### config.mk
export PLATFORM = sky130hd
export DESIGN_NAME = mts_front_flat
export DESIGN_NICKNAME = d
export VERILOG_FILES = /design/src/rtl/mts_pkg.sv /design/src/rtl/mts_if.sv /design/src/rtl/mts_front.sv /design/src/flat_wrapper.sv
export SDC_FILE = /design/constraint.sdc
export NUM_CORES = 1
export LEC_CHECK = 0
export ABC_AREA = 1
export BUFFER_PORTS_ARGS = -buffer_cell sky130_fd_sc_hd__buf_2
export CAP_MARGIN = 20
export CORE_UTILIZATION = 54
export CTS_CLUSTER_SIZE = 28
export DETAILED_ROUTE_END_ITERATION = 6
export PLACE_DENSITY = 0.84
export SYNTH_ARGS = -nofsm -noshare
export SYNTH_HDL_FRONTEND = slang
export SYNTH_SLANG_ARGS = --single-unit
### constraint.sdc
create_clock -name clk -period 4.1 [get_ports clk]
set_input_delay 0.82 -clock clk [delete_from_list [all_inputs] [get_ports clk]]
set_output_delay 0.82 -clock clk [all_outputs]
set_load 0.05 [all_outputs]
### src/rtl/mts_pkg.sv
`timescale 1ns / 1ps
package mts_pkg;

	localparam int MAX_BINS   = 1024;
	localparam int ADDR_W     = $clog2(MAX_BINS);
	localparam int CNT_W      = ADDR_W + 1;
	localparam int KIND_W     = 2;
	localparam int BIN_W      = 10;
	localparam int VAL_W      = 16;
	localparam int THR_W      = 21;
	localparam int NBINS_W    = 11;
	localparam int SMR_W      = 16;
	localparam int CFG_DATA_W = 16;
	localparam int CFG_IDX_W  = 1;
	localparam int CMP_W      = (CNT_W > NBINS_W) ? CNT_W : NBINS_W;

	localparam int ATT_LIMIT  = 960;
	localparam int ATT_W      = 21;
	localparam int ROM_IDX_W  = $clog2(ATT_LIMIT + 1);
	localparam int GAIN_W     = 17;
	localparam int SQ_W       = 2 * VAL_W;
	localparam int PROD_W     = GAIN_W + SQ_W;
	localparam int ENERGY_W   = PROD_W + ADDR_W;
	localparam int ROOT_W     = (ENERGY_W + 1) / 2;
	localparam int IT_W       = $clog2(ROOT_W + 1);
	localparam int SCL_W      = ROOT_W + SMR_W;
	localparam int SCL_SHIFT  = 24;
	localparam int MOD_STEPS  = 6;
	localparam int MOD_W      = BIN_W + MOD_STEPS + 2;

	localparam logic [THR_W-1:0]   THR_MAX     = {THR_W{1'b1}};
	localparam logic [NBINS_W-1:0] BINS_RESET  = 11'd1024;
	localparam logic [SMR_W-1:0]   SMR_RESET   = 16'd1163;
	localparam logic [63:0]        STEP_Q63    = 64'd9091587583161718947;

	localparam logic [KIND_W-1:0] KIND_BARK  = 2'd0;
	localparam logic [KIND_W-1:0] KIND_MAG   = 2'd1;
	localparam logic [KIND_W-1:0] KIND_QUERY = 2'd2;
	localparam logic [KIND_W-1:0] KIND_NONE  = 2'd3;

	localparam logic [CFG_IDX_W-1:0] REG_BINS = 1'b0;
	localparam logic [CFG_IDX_W-1:0] REG_SMR  = 1'b1;

	typedef struct packed {
		logic [NBINS_W-1:0] bins_in_use;
		logic [SMR_W-1:0]   inverse_smr;
	} cfg_t;

	typedef struct packed {
		logic [KIND_W-1:0] kind;
		logic [ADDR_W-1:0] slot;
		logic [BIN_W-1:0]  bin;
		logic [VAL_W-1:0]  value;
	} item_t;

	typedef struct packed {
		logic [1:0] fill;
	} front_stat_t;

	typedef logic [GAIN_W-1:0] gain_rom_t [ATT_LIMIT+1];

	// Gain table: successive powers of 10^(-1/160) kept in Q1.63, rounded to Q1.16.
	function automatic gain_rom_t build_gain_rom();
		gain_rom_t    rom;
		logic [63:0]  acc;
		logic [127:0] p;
		acc = 64'h8000_0000_0000_0000;
		for (int i = 0; i <= ATT_LIMIT; i++) begin
			rom[i] = GAIN_W'((acc + 64'h0000_4000_0000_0000) >> 47);
			p = {64'd0, acc} * {64'd0, STEP_Q63};
			acc = p[126:63];
		end
		return rom;
	endfunction

	localparam gain_rom_t GAIN_ROM = build_gain_rom();

	// Remainder by the store depth through a short chain of compare-subtract steps.
	function automatic logic [ADDR_W-1:0] bin_slot(input logic [BIN_W-1:0] bin);
		logic [MOD_W-1:0] r;
		logic [MOD_W-1:0] m;
		r = MOD_W'(bin);
		for (int s = MOD_STEPS - 1; s >= 0; s--) begin
			m = MOD_W'(MAX_BINS) << s;
			if (r >= m)
				r = r - m;
		end
		return ADDR_W'(r);
	endfunction

endpackage

### src/rtl/mts_if.sv
`timescale 1ns / 1ps
interface mts_in_if;
	import mts_pkg::*;
	logic              valid;
	logic              ready;
	logic [KIND_W-1:0] kind;
	logic [BIN_W-1:0]  bin_index;
	logic [VAL_W-1:0]  value;
	modport source (output valid, kind, bin_index, value, input ready);
	modport sink (input valid, kind, bin_index, value, output ready);
endinterface


### src/rtl/mts_front.sv
`timescale 1ns / 1ps
module mts_front import mts_pkg::*; (
	input  logic        clk,
	input  logic        arst_n,
	mts_in_if.sink      in_ch,
	output item_t       head,
	output logic        head_valid,
	input  logic        pop,
	output front_stat_t stat
);

	item_t      fifo_q [2];
	logic       wr_ptr_q;
	logic       rd_ptr_q;
	logic [1:0] fill_q;
	logic       push;
	item_t      item;

	assign in_ch.ready = (fill_q != 2'd2);

	// Unknown kinds are taken and dropped here.
	assign push = in_ch.valid && in_ch.ready && (in_ch.kind != KIND_NONE);

	assign item.kind  = in_ch.kind;
	assign item.slot  = bin_slot(in_ch.bin_index);
	assign item.bin   = in_ch.bin_index;
	assign item.value = in_ch.value;

	assign head       = fifo_q[rd_ptr_q];
	assign head_valid = (fill_q != 2'd0);
	assign stat.fill  = fill_q;

	always_ff @(posedge clk) begin
		if (push)
			fifo_q[wr_ptr_q] <= item;
	end

	always_ff @(posedge clk or negedge arst_n) begin
		if (!arst_n) begin
			wr_ptr_q <= 1'b0;
			rd_ptr_q <= 1'b0;
			fill_q   <= 2'd0;
		end else begin
			if (push)
				wr_ptr_q <= ~wr_ptr_q;
			if (pop)
				rd_ptr_q <= ~rd_ptr_q;
			if (push && !pop)
				fill_q <= fill_q + 2'd1;
			else if (pop && !push)
				fill_q <= fill_q - 2'd1;
		end
	end

endmodule

### src/flat_wrapper.sv
// flat-port wrapper written by rule: the top's interface ports become plain ports
module mts_front_flat import mts_pkg::*;
  (clk, arst_n, head, head_valid, pop, stat, in_ch_valid, in_ch_kind, in_ch_bin_index, in_ch_value, in_ch_ready);
  mts_in_if in_ch_i ();
  input  logic clk;
  input  logic arst_n;
  output item_t head;
  output logic head_valid;
  input  logic pop;
  output front_stat_t stat;
  input wire logic [$bits(in_ch_i.valid)-1:0] in_ch_valid;
  input wire logic [$bits(in_ch_i.kind)-1:0] in_ch_kind;
  input wire logic [$bits(in_ch_i.bin_index)-1:0] in_ch_bin_index;
  input wire logic [$bits(in_ch_i.value)-1:0] in_ch_value;
  output wire logic [$bits(in_ch_i.ready)-1:0] in_ch_ready;
  assign in_ch_i.valid = in_ch_valid;
  assign in_ch_i.kind = in_ch_kind;
  assign in_ch_i.bin_index = in_ch_bin_index;
  assign in_ch_i.value = in_ch_value;
  assign in_ch_ready = in_ch_i.ready;
  mts_front u_core (.clk(clk), .arst_n(arst_n), .in_ch(in_ch_i), .head(head), .head_valid(head_valid), .pop(pop), .stat(stat));
endmodule
# Yosys cells after proc, flatten, opt, wreduce, memory -nomap -nowiden
# Memory sizes are Yosys's and may differ from the RTL's.
# Cells that the tools add are included.
[word_totals] register_bits=4 mem_bits_rw=76 in_bits=32 output_inout_bits=42 memories=1
[classes] add_sub_neg=2 eq_ne=2 mux=4 bitwise_logic=2 n_reduce_logical=8
[memory_table] memory="u_core.fifo_q" depth=2 width=38 read_ports=1 rd_ports_with_merged_regs=0 wr=1 line="mts_front.sv:12" text="item_t fifo_q [2];"
[ops] operator="$logic_and 1x1->1" n=4
[ops] operator="$mux 2" n=2
[ops] operator="$ne 2x2->1 const B" n=2
[ops] operator="$reduce_bool 2->1" n=2
[ops] operator="$add 2x1->2 const B" n=1
[ops] operator="$logic_not 1->1" n=2
[ops] operator="$mux 1" n=2
[ops] operator="$not 1->1" n=2
[ops] operator="$sub 2x1->2 const B" n=1

# Logic depth before layout (Yosys ltp)
# Gate-level depths: netlist of the first run.
[logic_depth] depth_word=7 mapped_depth=10

# Worst setup path before layout of the first run
# OpenSTA, ideal clock, no wires.
[synth_path] path_kind="register to register" from="reg u_core.fill_q[0], in the netlist u_core.stat[0]" to="mem u_core.fifo_q[1][0] in the netlist's numbering, enable pin" setup_ns=0.413 t_arrival_ns=2.610 slack_ns=1.077 path_stages_with_launch=5 path_buffers=0 path_cell_list="dfrtp_1 -> inv_1 -> nand2_1 -> nand3_1 -> nor2_1"
[synth_via] elab_chain_cells=5
[synth_rtl] item="start: declaration" line="mts_front.sv:15" text="logic [1:0] fill_q;"
[synth_rtl] item="start signal: assignment" line="mts_front.sv:49" text="fill_q <= fill_q + 2'd1;"
[synth_rtl] item="start signal: assignment" line="mts_front.sv:51" text="fill_q <= fill_q - 2'd1;"
[synth_rtl] item="$ne 2x2->1" line="mts_front.sv:19" text="assign in_ch.ready = (fill_q != 2'd2);"
[synth_rtl] item="via in_ch_ready" line="flat_wrapper.sv:15" text="output wire logic [$bits(in_ch_i.ready)-1:0] in_ch_ready;"
[synth_rtl] item="$logic_and 1x1->1 (2 in series)" line="mts_front.sv:22" text="assign push = in_ch.valid && in_ch.ready && (in_ch.kind != KIND_NONE);"
[synth_rtl] item="$mux 1" line="mts_front.sv:34" text="if (push)"
[synth_rtl] item="$mux 1 (implied by the code)" line="mts_front.sv:35" text="fifo_q[wr_ptr_q] <= item;"
[synth_rtl] item="end: declaration" line="mts_front.sv:12"
# The timed path passes the listed nets, and every way through them passes these cells.

==> impl_metrics.tcl, run 1 <==
set metrics [dict create \
    total_leakage_power_uw 0.00120 \
    worstMarginPinSlew_ns 0.592 \
    die-area_um2 4650 \
    placed_cells 238 \
    diodes 0 \
    crit_buf_inv 2 \
    arrival_ns 2.03 \
    internal-power_uw 1400 \
    grt-ovfl-total 0 \
    stdcell_area_um2 2900 \
    crit_fanout 17 \
    num_io_pins 74 \
    final_common_cell "buf_2" \
    final_hold_viol_count 0 \
    status "completed" \
    syn_area_per_cell_um2 18.8 \
    layout_common_cells "buf_2 (73), edfxtp_1 (56), mux2_2 (18)" \
    m1WireLength_um 1630 \
    core_area_um2 4120 \
    fin_setup_tns_ns 0 \
    slew_viol_final 0 \
    hold_path_class "input port to async pin" \
    skew_ns 0.00567 \
    power_frac_seq_pct 34.6 \
    start_kind "flip-flop" \
    yosys_warnings 0 \
    ys_seq_elements 60 \
    clkLatencyLatePin_ns 0.32 \
    cts_buffers 9 \
    finalNonFillerCells 255 \
    vdd_drop_max_mv 0.559 \
    routed.top_layer "met4" \
    crit_chain "buf_4, mux2_2, buf_2" \
    post_drt_wl_per_cell_um 15.9 \
    start_util_pct 57.4 \
    syn_area_um2 2360 \
    synth_top_area_cell "edfxtp_1" \
    crit_family "flip-flops" \
    required_ns 3.28 \
    cp-end-kind "output port" \
    vias 1305 \
    crit_path_max_incr_delay_ns 0.72 \
    p_per_area_nw_per_um2 864 \
    route.detailed.drc 0 \
    synth_cell_types 15 \
    n_fill_cell 292 \
    drive_above_1_share_pct 56.1 \
    dp_hpwl_um 2840 \
    cts_root_buffer "clkbuf_8" \
    antenna_found_initial 0 \
    swShare_pct 44.2 \
    cts_tree "built" \
    final_nets 233 \
    htreeDepth 3 \
    holdBufCountCts 0 \
    grt_pass1_wl_um 5980 \
    grt_max_degree 29 \
    viasPerCell 5.12 \
    pwr-share-comb_pct 46.5 \
    cts.sinks 60 \
    grt_pass1_vias 1293 \
    fmax_mhz 351 \
    die_h_um 68.2 \
    setup_viol 0 \
    clock_power_share_pct 18.9 \
    area_growth_syn_to_layout_pct 22.9 \
    ant_nets 0 \
    synth_top_area_share_pct 71.1 \
    syn-num-nets 159 \
    die_w_um 68.2 \
    syn_inst 126 \
    grtUsageTotal_pct 19.2 \
    period_share_pct 69.5 \
    wl_met3_um 243 \
    gp_congestion 0.732 \
    maxSlewHeadroom_pct 60.5 \
    r2r_setup_slack_ns 2.17 \
    rows 23 \
    io_buffers 73 \
    drv_cap 0 \
    detail_route.iter0.violations 86 \
    clk_path_buf_depth 2 \
    post_synth_main_area_contributors "edfxtp_1 (71%), mux2_2 (8.6%), mux2_4 (6.4%)" \
    yosysSeqAreaShare_pct 75.4 \
    dr.pass1.iters 4 \
    dr_wl_met2_um 2140 \
    path_class "flip-flop to output port" \
    rsz0062_at_grt "no" \
    placed_area_um2 2700 \
    routed_wl_um 4050 \
    p_total_uw 2510 \
    min_period_ns 2.85 \
    clk_pin_slew_ns 0.06 \
    switchingPower_uw 1110 \
    post-cts-setup-buffer-count 0 \
    cpMaxStageDelayCell "dfrtp_1" \
    fin_hold_ws_ns 0.311 \
    cts_resized 0 \
]
## path summary, 6_finish.rpt
path / startpoint / endpoint / cells after the start
max: u_core.rd_ptr_q / head[9] / 3
min reg2reg: u_core.wr_ptr_q / u_core.wr_ptr_q / 2
min: arst_n / u_core.stat[0] / 1
min in group clk: u_core.wr_ptr_q / u_core.wr_ptr_q / 2
max reg2reg: u_core.stat[0] / u_core.fifo_q[1][28] / 5
max in group asynchronous: arst_n / u_core.wr_ptr_q / 1
## synthesized netlist by cell type
cell type,n
nor2_1,1
ha_1,1
xor2_1,1
xnor2_1,1
inv_1,8
buf_4,11
mux2_4,10
nand3_1,2
dfrtp_1,4
buf_6,1
nand4_1,2
nand2_1,9
buf_8,1
mux2_2,18
edfxtp_1,56
## worst reg2reg max path, stage by stage, from the launching register on
cell and delay [ns]:
dfrtp_1 0.41, inv_1 0.10, nand2_1 0.11, nand3_1 0.14, nor2_2 0.48, buf_4 0.38
## power groups by stage
stage	registers, uW	logic [uW]	clock network [uW]
global placement	870	1130	0
detailed placement	882	1150	0
global route	878	1230	513
CTS	870	1160	486
finish	868	1170	475
floorplan	882	994	0
## stage by stage
stage	util, %	setup WS [ns]
after floorplan	-	1.08
after global routing	70.6	1.16
after CTS	69.9	1.24
after global placement	65.6	1.67
after detailed placement	65.6	1.60
final	70.6	1.25
## cell families after synthesis
group / count (synthesis) / synth area share (%)
buffers and inverters: 21 / 5.88
xor gates and xnor gates: 2 / 0.741
DFF: 60 / 75.4
and+or+nand+nor: 14 / 2.54
adders and majority gates: 1 / 0.529
muxes: 28 / 14.9
## metal layers
layer	vias up	track usage, %
li1	605	-
met1	635	22.4
met2	60	31.7
met3	5	5.50
met4	0	10.9
met5	-	0
## flip-flops by register name (all words and copies together) (netlist names)
signal / cells
u_core.rd_ptr_q: 1
u_core.wr_ptr_q: 1
u_core.stat: 2
u_core.fifo_q: 56
## layout make-up
class,instances,area [um^2],area share (%)
flip-flops and latches,60,1780,61.4
multi-input cells,45,445,15.3
repair buffers,76,408,14.0
clock buffers,13,139,4.78
well taps,50,62.6,2.15
clock inverters,3,37.5,1.29
inverters,8,30.0,1.03
Note: power is estimated with default switching activity, not from simulation.
==> run 2, diff against run 1 <==
- CORE_UTILIZATION: 54 -> 50
- PLACE_DENSITY: 0.84 -> 0.78
- clock period: 4.1 -> 3 ns (I/O delays scaled with it)
==> run 2 against run 1 <==
Effect of this change: the run now ends with design-rule violations left; register-to-register slack worse by 1.1 ns; critical path depth unchanged; flip-flop and latch count unchanged; non-clock buffer count unchanged; cell area up 0.34%.
==> impl_metrics.tcl, run 2 (synthesis gave the netlist of run 1 again) <==
set metrics [dict create \
    status "complete, but fails checks" \
    violations "design-rule violations" \
    rows 24 \
    drive_above_1_share_pct 59.0 \
    multiInputGateArea_um2 445 \
    grt_max_degree 19 \
    cts_tree "built" \
    final_nets 233 \
    clk_path_buf_depth 2 \
    grtUsageTotal_pct 17.4 \
    post-cts-setup-buffer-count 0 \
    crit_path_max_incr_delay_ns 0.69 \
    skew_ns 0.00827 \
    min_period_ns 2.46 \
    route.detailed.drc 10 \
    n_fill_cell 321 \
    crit_chain "buf_12, mux2_2, buf_2" \
    start_util_pct 53.2 \
    antenna_found_initial 0 \
    htreeDepth 3 \
    clk_pin_slew_ns 0.06 \
    final_hold_viol_count 0 \
    period_share_pct 81.9 \
    maxSlewHeadroom_pct 63.3 \
    path_class "flip-flop to output port" \
    gp_congestion 0.704 \
    slew_viol_final 0 \
    cts.sinks 60 \
    die_w_um 70.8 \
    fmax_mhz 407 \
    holdBufCountCts 0 \
    io_buffers 73 \
    drv_cap 0 \
    dp_hpwl_um 2820 \
    num_io_pins 74 \
    rsz0062_at_grt "no" \
    final_common_cell "buf_2" \
    die_h_um 70.8 \
    placed_cells 241 \
    largest_reg_flops 56 \
    placed_area_um2 2720 \
    cts_root_buffer "clkbuf_8" \
    dr.pass1.iters 6 \
    core_area_um2 4440 \
    clkLatencyLatePin_ns 0.33 \
    ant_nets 0 \
    fin_setup_tns_ns 0 \
    routed_wl_um 4000 \
    die-area_um2 5010 \
    finalNonFillerCells 257 \
    stdcell_area_um2 2910 \
    post_drt_wl_per_cell_um 15.6 \
    detail_route.iter0.violations 59 \
    seq_area_um2 1780 \
    cts_resized 0 \
    arrival_ns 1.86 \
    area_growth_syn_to_layout_pct 23.3 \
    cpMaxStageDelayCell "dfrtp_1" \
    crit_fanout 18 \
    regMostFlops "u_core.fifo_q" \
    grt-ovfl-total 0 \
    layout_common_cells "buf_2 (73), edfxtp_1 (56), mux2_2 (18)" \
    grt_pass1_wl_um 6080 \
    worstMarginPinSlew_ns 0.551 \
    diodes 0 \
    vias 1276 \
    hold_path_class "input port to async pin" \
    start_kind "flip-flop" \
    required_ns 2.40 \
    setup_viol 0 \
    cp-end-kind "output port" \
    cts_buffers 9 \
    viasPerCell 4.96 \
    grt_pass1_vias 1316 \
]
[run 2: changes by cell type in the layout (fill, tap and decap cells not counted), sizes merged]
cell,delta
clkinv,+1
clkinvlp,+3
clkbuf,-4
[run 2: critical path: cells and delay by family, from the launching register on]
kind | cells | cell delay [ns]
DFF | 1 | 0.69
buffers and inverters | 2 | 0.47
muxes | 1 | 0.37
[run 2: layout make-up]
cell class / count / area share [%]
clock buffers: 9 / 4.25
clock inverters: 7 / 2.32
inverters: 8 / 1.03
multi-input cells: 45 / 15.3
flip-flops and latches: 60 / 61.1
well taps: 52 / 2.23
repair buffers: 76 / 13.7
[run 2: worst paths after layout]
| path | from | end | slack [ns] | depth (start not counted) |
|---|---|---|---|---|
| max | u_core.rd_ptr_q | head[35] | 0.54 | 3 |
| min | arst_n | u_core.wr_ptr_q | 0.08 | 1 |
| max reg2reg | u_core.stat[0] | u_core.fifo_q[1][28] | 1.10 | 5 |
| min reg2reg | u_core.wr_ptr_q | u_core.wr_ptr_q | 0.50 | 2 |
| max in group asynchronous | arst_n | u_core.stat[1] | 2.79 | 1 |
| min in group clk | in_ch_bin_index[0] | u_core.fifo_q[0][26] | 0.45 | 1 |
[run 2: per-layer routing]
layer  global-route usage [%]  vias to the layer above  wire [um]
met5                        0                        -          0
met4                     8.44                        0         62
met3                     7.69                        5        233
met2                     28.6                       48       2130
met1                     19.3                      620       1570
li1                         -                      603          -
[run 2: through the flow]
step           util (%)  setup WS [ns]  hold slack, ns
2_1_floorplan         -          0.417           0.304
3_3_place_gp       61.3          0.955           0.415
3_5_place_dp       61.3          0.878           0.421
4_1_cts            65.6          0.525          0.0638
5_1_grt            65.6          0.447          0.0596
6_report           65.6          0.544          0.0751
Power of run 2 is not shown: default switching activity piles up to over one toggle a cycle in this logic, so the estimate is an artifact.
==> run 3, diff against run 2 <==
- CORE_UTILIZATION: 50 -> 45
- PLACE_DENSITY: 0.78 -> 0.75
- clock period: 3 -> 2 ns (I/O delays scaled with it)
==> run 3 against run 2 <==
Effect of this change: the flow now finishes without violations; worst setup slack got worse by 0.42 ns; die area up 11%; clock-buffer cell count increased by 1; global-route usage is 3.2 points lower; flip-flop and latch count unchanged; first-iteration DRC count is 39% lower; critical path depth unchanged; via count fell by 0.78%; critical path type unchanged; critical endpoint is now head[11].
==> impl_metrics.tcl, run 3 (synthesis gave the netlist of run 1 again) <==
set metrics [dict create \
    maxSlewHeadroom_pct 83.2 \
    worstHoldStart "in_ch_value[9]" \
    grtUsageTotal_pct 14.2 \
    largest_reg_flops 56 \
    post-cts-setup-buffer-count 0 \
    start_kind "flip-flop" \
    ant_nets 0 \
    grt_pass1_vias 1174 \
    route.detailed.drc 0 \
    final_hold_viol_count 0 \
    grt-ovfl-total 0 \
    worstMarginPinSlew_ns 0.254 \
    grt_pass1_wl_um 5370 \
    final_nets 237 \
    dp_hpwl_um 2430 \
    cpMaxStageDelayCell "mux2_2" \
    rows 26 \
    clk_pin_slew_ns 0.06 \
    cts_buffers 9 \
    num_io_pins 74 \
    routed_wl_um 3500 \
    dr.pass1.iters 4 \
    viasPerCell 4.55 \
    cts_root_buffer "clkbuf_8" \
    clkLatencyLatePin_ns 0.32 \
    fin_setup_tns_ns 0 \
    fmax_mhz 533 \
    cts.sinks 60 \
    antenna_found_initial 0 \
    period_share_pct 93.7 \
    layout_common_cells "buf_2 (73), edfxtp_1 (56), mux2_2 (18)" \
    skew_ns 0.00508 \
    setup_viol 0 \
    post_drt_wl_per_cell_um 12.6 \
    gp_congestion 0.676 \
    die-area_um2 5550 \
    post-place-ws_ns 0.394 \
    final_common_cell "buf_2" \
    die_h_um 74.5 \
    crit_fanout 18 \
    grt_max_degree 19 \
    clk_path_buf_depth 2 \
    crit_buf_inv 2 \
    crit_path_max_incr_delay_ns 0.36 \
    regMostFlops "u_core.fifo_q" \
    slew_viol_final 0 \
    placed_cells 262 \
    r2r_end "u_core.stat[1]" \
    path_class "flip-flop to output port" \
    cp-end-kind "output port" \
    start_util_pct 46.6 \
    r2r_setup_slack_ns 0.49 \
    area_growth_syn_to_layout_pct 24.1 \
    arrival_ns 1.47 \
    die_w_um 74.5 \
    hold_path_class "input port to flip-flop" \
    whs_path_depth 1 \
    diodes 0 \
    detail_route.iter0.violations 36 \
    required_ns 1.60 \
    crit_chain "buf_6, mux2_2, buf_2" \
    drv_cap 0 \
    min_period_ns 1.87 \
    cts_tree "built" \
    vias 1266 \
    finalNonFillerCells 278 \
    htreeDepth 3 \
    hold_end "u_core.fifo_q[0][9]" \
    drive_above_1_share_pct 58.2 \
    core_area_um2 5070 \
    ff2ff_path_depth 9 \
    rsz0062_at_grt "no" \
    timing.rr.start "u_core.stat[0]" \
    worst_slack_ns 0.125 \
    status "completed" \
    io_buffers 73 \
    crit_family "buffers and inverters" \
]
[run 3: area by class of cell]
| class | count | area (um^2) |
|---|---|---|
| Multi-Input combinational cell | 45 | 458 |
| Inverter | 8 | 33.8 |
| Tap cell | 70 | 87.6 |
| Sequential cell | 60 | 1780 |
| Clock inverter | 5 | 20.0 |
| Timing Repair Buffer | 80 | 424 |
| Clock buffer | 10 | 128 |
| Fill cell | 413 | 2140 |
[run 3: layer usage]
metal,vias to the layer above,track usage (%),wire length (um)
met5,-,0,0
met3,9,6.50,267
met2,59,21.4,1590
li1,609,-,-
met4,0,6.92,63
met1,589,17.3,1580
[run 3: how the worst max path moves through the flow]
stage	from	end	slack, ns	cells after the start
5_1_grt	u_core.rd_ptr_q	head[11]	0.05	3
4_1_cts	u_core.rd_ptr_q	head[11]	0.03	3
3_5_place_dp	u_core.rd_ptr_q	head[11]	0.39	3
2_1_floorplan	u_core.stat[1]	u_core.fifo_q[1][0]	0.09	3
6_report	u_core.rd_ptr_q	head[11]	0.13	3
3_3_place_gp	u_core.rd_ptr_q	head[11]	0.40	3
[run 3: timing repair]
item,CTS,global route
hold buffers,1,0
gates resized for setup,0,1
hold endpoints to repair,4,0
setup endpoints to repair,0,7
[run 3: metrics by stage]
stage | cell area, um^2 | hold slack (ns) | utilization [%]
final | 2930 | 0.262 | 57.8
after global routing | 2930 | 0.240 | 57.8
after CTS | 2930 | 0.248 | 57.7
after detailed placement | 2770 | 0.210 | 54.6
after global placement | 2770 | 0.211 | 54.6
after floorplan | 2380 | 0.104 | -
Power of run 3 is left out for the same reason.
